## config.mk

```make
export PLATFORM = sky130hd
export DESIGN_NAME = led_chain_serial_encoder
export DESIGN_NICKNAME = d
export VERILOG_FILES = /design/src/hw/rtl/lce_pkg.sv /design/src/hw/rtl/lce_cfg.sv /design/src/hw/rtl/lce_core.sv /design/src/hw/rtl/led_chain_serial_encoder.sv
export SDC_FILE = /design/constraint.sdc
export NUM_CORES = 1
export LEC_CHECK = 0
export BUFFER_PORTS_ARGS = -buffer_cell sky130_fd_sc_hd__buf_2
export CAP_MARGIN = 15
export CORE_MARGIN = 2
export CORE_UTILIZATION = 48
export CTS_BUF_LIST = sky130_fd_sc_hd__clkbuf_8
export CTS_CLUSTER_SIZE = 24
export DETAILED_ROUTE_END_ITERATION = 10
export GPL_TIMING_DRIVEN = 0
export PLACE_DENSITY_LB_ADDON = 0.08
export SYNTH_ARGS = -nofsm -noshare
export SYNTH_HDL_FRONTEND = slang
export SYNTH_SLANG_ARGS = --single-unit
```

## constraint.sdc

```tcl
create_clock -name clk -period 5.52 [get_ports clk]
set_clock_uncertainty 0.2 [all_clocks]
set_input_delay 0.552 -clock clk [delete_from_list [all_inputs] [get_ports clk]]
set_output_delay 0.552 -clock clk [all_outputs]
set_load 0.005 [all_outputs]
```

## src/hw/rtl/lce_pkg.sv

```systemverilog
package lce_pkg;

  localparam int unsigned ByteW  = 8;
  localparam int unsigned TickW  = 16;
  localparam int unsigned CfgIdxW = 2;

  localparam logic [ByteW-1:0] ZeroHighRst  = 8'd8;
  localparam logic [ByteW-1:0] OneHighRst   = 8'd16;
  localparam logic [ByteW-1:0] BitTicksRst  = 8'd25;
  localparam logic [TickW-1:0] ResetTicksRst = 16'd1600;

  // Item function codes.
  localparam logic FUNC_TICK = 1'b0;
  localparam logic FUNC_PUSH = 1'b1;

  typedef enum logic [CfgIdxW-1:0] {
    REG_ZERO_HIGH   = 2'd0,
    REG_ONE_HIGH    = 2'd1,
    REG_BIT_TICKS   = 2'd2,
    REG_RESET_TICKS = 2'd3
  } cfg_idx_t;

  typedef struct packed {
    logic             func;
    logic [ByteW-1:0] data_byte;
    logic             last_byte;
  } in_item_t;

  typedef struct packed {
    logic line_level;
    logic ready_res;
    logic busy_res;
    logic overrun;
    logic underrun;
  } out_item_t;

  typedef struct packed {
    logic [ByteW-1:0] zero_high_ticks;
    logic [ByteW-1:0] one_high_ticks;
    logic [ByteW-1:0] bit_ticks;
    logic [TickW-1:0] reset_ticks;
  } timing_cfg_t;

endpackage

```

## src/hw/rtl/lce_cfg.sv

```systemverilog
module lce_cfg
  import lce_pkg::*;
(
  input  logic               clk,
  input  logic               rst_n,
  input  logic               cfg_valid,
  output logic               cfg_ready,
  input  logic [CfgIdxW-1:0] cfg_index,
  input  logic [TickW-1:0]   cfg_data,
  output timing_cfg_t        timing
);

  timing_cfg_t timing_r;

  assign cfg_ready = 1'b1;
  assign timing    = timing_r;

  always_ff @(posedge clk) begin
    if (!rst_n) begin
      timing_r.zero_high_ticks <= ZeroHighRst;
      timing_r.one_high_ticks  <= OneHighRst;
      timing_r.bit_ticks       <= BitTicksRst;
      timing_r.reset_ticks     <= ResetTicksRst;
    end else if (cfg_valid) begin
      unique case (cfg_idx_t'(cfg_index))
        REG_ZERO_HIGH:   timing_r.zero_high_ticks <= cfg_data[ByteW-1:0];
        REG_ONE_HIGH:    timing_r.one_high_ticks  <= cfg_data[ByteW-1:0];
        REG_BIT_TICKS:   timing_r.bit_ticks       <= cfg_data[ByteW-1:0];
        REG_RESET_TICKS: timing_r.reset_ticks     <= cfg_data;
        default: ;
      endcase
    end
  end

endmodule

```

## src/hw/rtl/lce_core.sv

```systemverilog
module lce_core
  import lce_pkg::*;
(
  input  logic        clk,
  input  logic        rst_n,
  input  logic        step_en,
  input  in_item_t    item,
  input  timing_cfg_t timing,
  output out_item_t   result
);

  typedef enum logic [1:0] {
    PH_IDLE  = 2'd0,
    PH_RESET = 2'd1,
    PH_BIT   = 2'd2
  } phase_t;

  phase_t           phase_r, phase_nxt;
  logic [ByteW-1:0] shift_r, shift_nxt;
  logic [2:0]       bit_idx_r, bit_idx_nxt;
  logic [TickW-1:0] tick_r, tick_nxt;
  logic [ByteW-1:0] hold_byte_r, hold_byte_nxt;
  logic             hold_valid_r, hold_valid_nxt;
  logic             hold_last_r, hold_last_nxt;
  logic             cur_last_r, cur_last_nxt;
  logic             line_r, line_nxt;

  logic [TickW-1:0] tick_inc;
  logic [ByteW-1:0] high_ticks;
  logic             ovr, unr;

  assign tick_inc   = tick_r + 16'd1;
  assign high_ticks = shift_r[bit_idx_r] ? timing.one_high_ticks : timing.zero_high_ticks;

  always_comb begin
    phase_nxt      = phase_r;
    shift_nxt      = shift_r;
    bit_idx_nxt    = bit_idx_r;
    tick_nxt       = tick_r;
    hold_byte_nxt  = hold_byte_r;
    hold_valid_nxt = hold_valid_r;
    hold_last_nxt  = hold_last_r;
    cur_last_nxt   = cur_last_r;
    line_nxt       = line_r;
    ovr            = 1'b0;
    unr            = 1'b0;

    if (item.func == FUNC_PUSH) begin
      if (hold_valid_r) begin
        ovr = 1'b1;
      end else begin
        hold_byte_nxt  = item.data_byte;
        hold_last_nxt  = item.last_byte;
        hold_valid_nxt = 1'b1;
      end
    end else begin
      unique case (phase_r)
        PH_RESET: begin
          line_nxt = 1'b0;
          if (tick_inc >= timing.reset_ticks) begin
            phase_nxt   = PH_BIT;
            tick_nxt    = '0;
            bit_idx_nxt = 3'd7;
          end else begin
            tick_nxt = tick_inc;
          end
        end
        PH_BIT: begin
          line_nxt = (tick_r < {{(TickW-ByteW){1'b0}}, high_ticks});
          if (tick_inc >= {{(TickW-ByteW){1'b0}}, timing.bit_ticks}) begin
            tick_nxt = '0;
            if (bit_idx_r != 3'd0) begin
              bit_idx_nxt = bit_idx_r - 3'd1;
            end else if (cur_last_r) begin
              phase_nxt = PH_IDLE;
            end else if (hold_valid_r) begin
              // Next byte follows with no gap.
              shift_nxt      = hold_byte_r;
              cur_last_nxt   = hold_last_r;
              hold_valid_nxt = 1'b0;
              bit_idx_nxt    = 3'd7;
            end else begin
              unr       = 1'b1;
              phase_nxt = PH_IDLE;
            end
          end else begin
            tick_nxt = tick_inc;
          end
        end
        default: begin
          // Idle, and the unused phase code, which behaves the same.
          phase_nxt = PH_IDLE;
          line_nxt  = 1'b0;
          if (hold_valid_r) begin
            shift_nxt      = hold_byte_r;
            cur_last_nxt   = hold_last_r;
            hold_valid_nxt = 1'b0;
            bit_idx_nxt    = 3'd7;
            // This tick already counts as the first tick of the reset phase.
            if (16'd1 >= timing.reset_ticks) begin
              phase_nxt = PH_BIT;
              tick_nxt  = '0;
            end else begin
              phase_nxt = PH_RESET;
              tick_nxt  = 16'd1;
            end
          end
        end
      endcase
    end
  end

  always_comb begin
    result.line_level = line_nxt;
    result.ready_res  = ~hold_valid_nxt;
    result.busy_res   = (phase_nxt == PH_RESET) || (phase_nxt == PH_BIT);
    result.overrun    = ovr;
    result.underrun   = unr;
  end

  always_ff @(posedge clk) begin
    if (!rst_n) begin
      phase_r      <= PH_IDLE;
      shift_r      <= '0;
      bit_idx_r    <= '0;
      tick_r       <= '0;
      hold_byte_r  <= '0;
      hold_valid_r <= 1'b0;
      hold_last_r  <= 1'b0;
      cur_last_r   <= 1'b0;
      line_r       <= 1'b0;
    end else if (step_en) begin
      phase_r      <= phase_nxt;
      shift_r      <= shift_nxt;
      bit_idx_r    <= bit_idx_nxt;
      tick_r       <= tick_nxt;
      hold_byte_r  <= hold_byte_nxt;
      hold_valid_r <= hold_valid_nxt;
      hold_last_r  <= hold_last_nxt;
      cur_last_r   <= cur_last_nxt;
      line_r       <= line_nxt;
    end
  end

endmodule

```

## src/hw/rtl/led_chain_serial_encoder.sv

```systemverilog
// One-wire LED chain data line encoder.
// Input channel (in_valid / in_stall / in_data): each beat is either a tick,
// which advances the waveform by one time step, or a push, which loads one
// color byte and its last-of-frame mark into a one-byte holding register.
// Output channel (out_valid / out_stall / out_data): exactly one result beat
// per input beat, in order, giving the line level, holder empty, busy,
// overrun and underrun flags.
// Configuration (cfg_valid / cfg_ready / cfg_index / cfg_data): four timing
// registers; the user must write them only while no beat is in flight, which
// the block does not enforce; cfg_ready is always high. A beat lands in the
// input register, is processed into the output register and is offered from
// there. Throughput is one beat per cycle while out_stall is low, set by the
// single step of the encoder state between the input and output registers.
// When out_stall is high the output register holds its beat, the input
// register fills, and in_stall rises once both are occupied.
// Synchronous reset clears the pipeline, the encoder state and the timing
// registers to their defaults; the line is low and the block idle after it.
module led_chain_serial_encoder
  import lce_pkg::*;
(
  input  logic               clk,
  input  logic               rst_n,
  input  logic               in_valid,
  output logic               in_stall,
  input  in_item_t           in_data,
  output logic               out_valid,
  input  logic               out_stall,
  output out_item_t          out_data,
  input  logic               cfg_valid,
  output logic               cfg_ready,
  input  logic [CfgIdxW-1:0] cfg_index,
  input  logic [TickW-1:0]   cfg_data
);

  logic        in_valid_r;
  in_item_t    in_item_r;
  logic        out_valid_r;
  out_item_t   out_item_r;
  logic        advance;
  timing_cfg_t timing;
  out_item_t   step_res;

  // The held beat moves on when the output register is free or being taken.
  assign advance   = in_valid_r && (!out_valid_r || !out_stall);
  assign in_stall  = in_valid_r && !advance;
  assign out_valid = out_valid_r;
  assign out_data  = out_item_r;

  lce_cfg u_cfg (
    .clk       (clk),
    .rst_n     (rst_n),
    .cfg_valid (cfg_valid),
    .cfg_ready (cfg_ready),
    .cfg_index (cfg_index),
    .cfg_data  (cfg_data),
    .timing    (timing)
  );

  lce_core u_core (
    .clk     (clk),
    .rst_n   (rst_n),
    .step_en (advance),
    .item    (in_item_r),
    .timing  (timing),
    .result  (step_res)
  );

  always_ff @(posedge clk) begin
    if (!rst_n) begin
      in_valid_r  <= 1'b0;
      out_valid_r <= 1'b0;
    end else begin
      if (!in_stall) begin
        in_valid_r <= in_valid;
      end
      if (advance) begin
        out_valid_r <= 1'b1;
      end else if (!out_stall) begin
        out_valid_r <= 1'b0;
      end
    end
  end

  always_ff @(posedge clk) begin
    if (!in_stall && in_valid) begin
      in_item_r <= in_data;
    end
    if (advance) begin
      out_item_r <= step_res;
    end
  end

endmodule

```

; ---- Word level (Yosys, flattened, before mapping)
; Cells that the tools add are included.
[totals]
inputBits = 33
elab_cells = 117
out_inout_bits = 8
ff_bits = 98
[classes]
n_reduce_logical = 23
n_bitwise = 6
addsub = 2
muxes = 45
n_eq_ne = 13
order_cmp = 5
[op_table]
columns = cell, n
row1 = two-way mux 16 bit, 3
row2 = two-way mux 8 bit, 5
row3 = one-hot mux 16 bit (2 select lines), 1
row4 = two-way mux 1 bit, 17
row5 = "adder 16 x 1 -> 16 bit, second input constant", 1
row6 = "greater-or-equal comparator 1 x 16 -> 1 bit, first input constant", 1
row7 = greater-or-equal comparator 16 bit, 1
row8 = greater-or-equal comparator 16 x 8 -> 1 bit, 1
row9 = < comparator 16 x 8 -> 1 bit, 1
row10 = two-way mux 2 bit, 8
row11 = one-hot mux 8 bit (2 select lines), 1
row12 = two-way mux 3 bit, 5
row13 = AND reduction 6 bit, 2
row14 = "== test 2 bit, second input constant", 4
row15 = AND reduction 2 bit, 4
row16 = "== test 2 x 1 -> 1 bit, second input constant", 3
row17 = "!= test 2 x 1 -> 1 bit, second input constant", 3
row18 = NOT 1 bit, 6
row19 = one-hot mux 3 bit (2 select lines), 1
row20 = AND reduction 3 bit, 2
row21 = nonzero test 3 bit, 2
row22 = AND reduction 5 bit, 1
row23 = OR reduction 5 bit, 1
row24 = logical NOT 1 bit, 4
row25 = 11 further kinds, 16

; ---- Longest topological paths before layout
[logic_depth]
ltp_word = 8
depth_mapped = 17
depth_no_buf = 15

; ---- By module
; Synthesis repeated with hierarchy kept, for this count alone.
[hier_totals]
hier_cells = 578
area_unflattened_um2 = 5481.5
[modules_own_cells]
columns = mod, n_inst, cells_each, seq_area_each_um2, area_per_inst_um2
row1 = lce_core, 1, 395, 820.8, 3378.2
row2 = lce_cfg, 1, 160, 800.8, 1569.0
row3 = led_chain_serial_encoder, 1, 23, 490.5, 534.3

; ---- Worst setup path after synthesis
; OpenSTA, ideal clock, no wires.
[synth_timing]
path_type = register to register
startpoint = register u_core.tick_r[0]
endpoint = register out_item_r (netlist bit out_data[2]), data pin
stages_incl_launch_ff = 13
period_less_slack_ps = 3834
path_buffers = 0
arrival_time_ps = 3361
setup_time_ps = 273
t_required_ps = 5047
path_slack_ps = 1686
cell_sequence = dfxtp_1 -> ha_1 -> nand3_4 -> nor2_1 -> xor2_1 -> ha_1 -> a21o_1 -> a221o_1 -> or4_4 -> or3_1 -> a311o_1 -> a22oi_1 -> a221oi_1
[synth_rtl]
columns = item, line_no
row1 = start: declaration, lce_core.sv:21  ; logic [TickW-1:0] tick_r, tick_nxt;
row2 = start signal: assignment, lce_core.sv:136  ; tick_r <= tick_nxt;
row3 = end signal: assignment, led_chain_serial_encoder.sv:89  ; out_item_r <= step_res;
row4 = end: declaration, led_chain_serial_encoder.sv:38  ; out_item_t out_item_r;

; ---- Worst setup path after layout
[layout_timing]
startpoint = register u_core.tick_r[0]
endpoint = register u_core.tick_r[13]
[layout_via]
elab_chain_cells = 4
word_cells_on_any_way = 6
classes_between = add/sub (1) / order compare (2) / mux (3)
[layout_rtl]
columns = item, line_no
row1 = adder 16 x 1 -> 16 bit (*), lce_core.sv:32  ; assign tick_inc = tick_r + 16'd1;
row2 = greater-or-equal comparator 16 x 8 -> 1 bit or greater-or-equal comparator 16 bit (tied branches), "lce_core.sv:70, lce_core.sv:60"
row3 = two-way mux 16 bit (on tied branches), "lce_core.sv:70, lce_core.sv:60"
row4 = one-hot mux 16 bit (2 select lines) (*), lce_core.sv:57  ; unique case (phase_r)
; Mark *: on every way between the ends. The rest lies on a longest branch, timed or not.
; A chain may end at the register's enable or synchronous reset.

==> run metrics <==
Final GP Congestion between 0.8 and 0.9; post-synthesis mux area share 0.07571; most frequent cells in the layout 83 x dfxtp_1, 78 x nand2_1, 59 x nor2_1, 43 x buf_2; final setup violating endpoints 0; core area between 0.01 and 0.015 sq mm; synthesized flop and latch total 98; Die Y around 110 um; worst min path class in2reg; CP Max Fanout 10; Post-CTS Setup Bufs 0; WL per Instance about 15 um; setup repair after global routing missed its margin no; TritonRoute pass-1 iters 5; CTS tree yes; power per cell area ~230 mW/mm^2; initial antenna violation count 0; relative slew slack 0.3716; status complete, no violations; post-synthesis cell count 579; # rows 37; I/O pins between 40 and 50; Yosys cell types 62; max incr delay on CP about 0.58 ns; vias in the first global route about 4000; Achievable Freq between 200 and 250 MHz; # resized after CTS 0; clock latency on the worst-skew pair roughly 0.37 ns; Post-Synth Simple-Gate Area 0.1891; total CTS buffers 9; Slowest cell on crit path dfxtp_1; CTS Root Cell clkbuf_8; H-tree depth 3; Post-synth top flop dfxtp_1; Synthesis Warnings 0; TritonCTS Sinks 98; Die ar. approximately 0.012 sq mm; Tot Pwr 1.322 mW; max-capacitance violation count 0; Syn Std Cell Area about 0.005 sq mm; filler cell count 1004; Post-Synth Adder-Cell Area 0.08520; CTS clk-pin slew, worst paths around 0.10 ns; critical path type reg2reg; Layout Utilization 0.5483; Via Count ~4200; global route total overflow 0; switching share of power 0.2646; Pleak roughly 2.4 nW; die width between 100 and 150 um; first-pass GRT wire length 19750 um; clock network fraction of total power 0.336; Clock Path Buffers 2; Top delay family on crit path simple AND/OR/NAND/NOR gates; ys async rst share 0; Comb power frac 0.090; crit-path cells ha_1, nand3_4, nor2_1, xor2_1, ha_1, a21o_1, a221o_1, or4_4, or3_1, a21oi_2, and2_1, buf_4, buf_8, a22oi_1, nor2_1; diode count 0; Worst Path Buf+Inv 2; detailed-placement wirelength estimate between 8000 and 9000 um; Int Power around 970 uW; largest net degree at the start of global routing 18; post-synthesis xor/xnor area fraction 0.03335; I/O Buffers 38; switching power 349.9 uW; DR vias/cell about 5.4; fraction of layout cells with a size suffix above 1 0.1248; DRT iter0 DRCs around 210; Max VDD drop between 0.1 and 0.15 mV; Hold Buf Count CTS 0; Layout area overhead 10.61%; sequential power share 0.574; commonest non-fill, non-tap cell in the layout dfxtp_1; fin nets 696; EDFF count, synth 15; compound-gate portion of the synthesized area 0.1497; synthesized net count 647; sequential-to-total area share from yosys stat 0.4109; main combinational cell family by area after synthesis simple AND/OR/NAND/NOR gates; wirelength, routed 11870 um; Tightest Pin Transition ~0.94 ns; total track usage 0.2205; Setup TNS 0 ns; CP Capture Type register; final hold viol count 0; post-layout min period between 4 and 5 ns; DRC viols 0; syn avg cell area just under 9 sq um; Startpoint Class register; Initial Util 0.4957; arrival time worst endpoint 4.54 ns; Slew Limit Fails 0; Routed Antenna Nets 0; worst endpoint required time ~5.6 ns; fin crit share 0.8032
cell usage after synthesis, types with 4 or more instances:
library cell,n,area [sq um]
xor2_1,6,52.55
nor2b_1,6,37.54
a21oi_1,36,180.2
mux2i_1,33,330.3
xnor2_1,11,96.34
buf_2,5,25.02
nand2_1,78,292.8
o21ai_0,21,105.1
dfxtp_1,83,1662
nor2_1,59,221.5
a22oi_1,14,105.1
nor3_1,7,35.03
nand4_1,5,31.28
nand3_1,17,85.08
edfxtp_1,15,450.4
ha_1,35,437.9
a21o_1,4,30.03
nor4_1,5,31.28
o211ai_1,6,45.04
clkbuf_1,22,82.58
a31oi_1,5,31.28
inv_1,36,135.1
nand2b_1,4,25.02
final timing paths:
kind,cells past startpoint,start,slack [ns],to
worst min register to register,2,u_core.shift_r[5],0.26,u_core.shift_r[5]
worst max register to register,15,u_core.tick_r[0],1.09,u_core.tick_r[13]
worst max-delay path,15,u_core.tick_r[0],1.09,u_core.tick_r[13]
worst min-delay path,1,in_data[5],0.15,in_item_r[5]
power by group through the flow:
stage	sequential (mW)	combinational, mW	clock (mW)
CTS	0.759	0.119	0.458
global route	0.761	0.134	0.489
detailed placement	0.775	0.118	0
global placement	0.775	0.115	0
finish	0.759	0.119	0.445
floorplan	0.772	0.0759	0
stage by stage:
| step | cell area, sq um | instances | worst slack [ns] | hold slack (ns) |
|---|---|---|---|---|
| 6_report | 5685 | 769 | 1.086 | 0.1519 |
| 5_1_grt | 5685 | 769 | 0.8311 | 0.1265 |
| 4_1_cts | 5685 | 769 | 1.081 | 0.1333 |
| 3_5_place_dp | 5500 | 753 | 1.126 | 0.2569 |
| 3_3_place_gp | 5500 | 753 | 1.178 | 0.2437 |
| 2_1_floorplan | 5140 | 579 | 1.686 | 0.2328 |
cell type report:
type	count	area (sq um)	area share
tap	136	170.2	0.02993
multi-input combinational	412	2744	0.4826
inverter	36	135.1	0.02377
timing repair buffer	38	190.2	0.03345
clock buffer	10	137.6	0.02421
sequential	98	2112	0.3715
clock inverter	6	47.55	0.008363
buffer	33	148.9	0.02619
state kept, by name (all words and copies together) (netlist names):
name / flops
in_item_r: 10
in_valid_r: 1
out_data: 5
out_valid: 1
u_cfg.timing: 40
u_core.bit_idx_r: 3
u_core.cur_last_r: 1
u_core.hold_byte_r: 8
u_core.hold_last_r: 1
u_core.hold_valid_r: 1
u_core.line_r: 1
u_core.phase_r: 2
u_core.shift_r: 8
u_core.tick_r: 16
routing by layer:
layer	wire length, um	track usage
met2	5488	0.3589
met3	511	0.03027
met1	5679	0.3009
met4	187	0.07418
met5	0	0
cell families (layout without fill, tap and decap cells):
group / count (synthesis) / after routing
adder cells (fa/ha/maj): 35 / 35
AND/OR/NAND/NOR: 204 / 204
multiplexers: 36 / 36
XOR/XNOR: 18 / 18
other: 1 / 1
flip-flops: 98 / 98
AO/OA/AOI/OAI: 118 / 118
buffers and inverters: 69 / 123
Power figures use the tool's default switching activity.
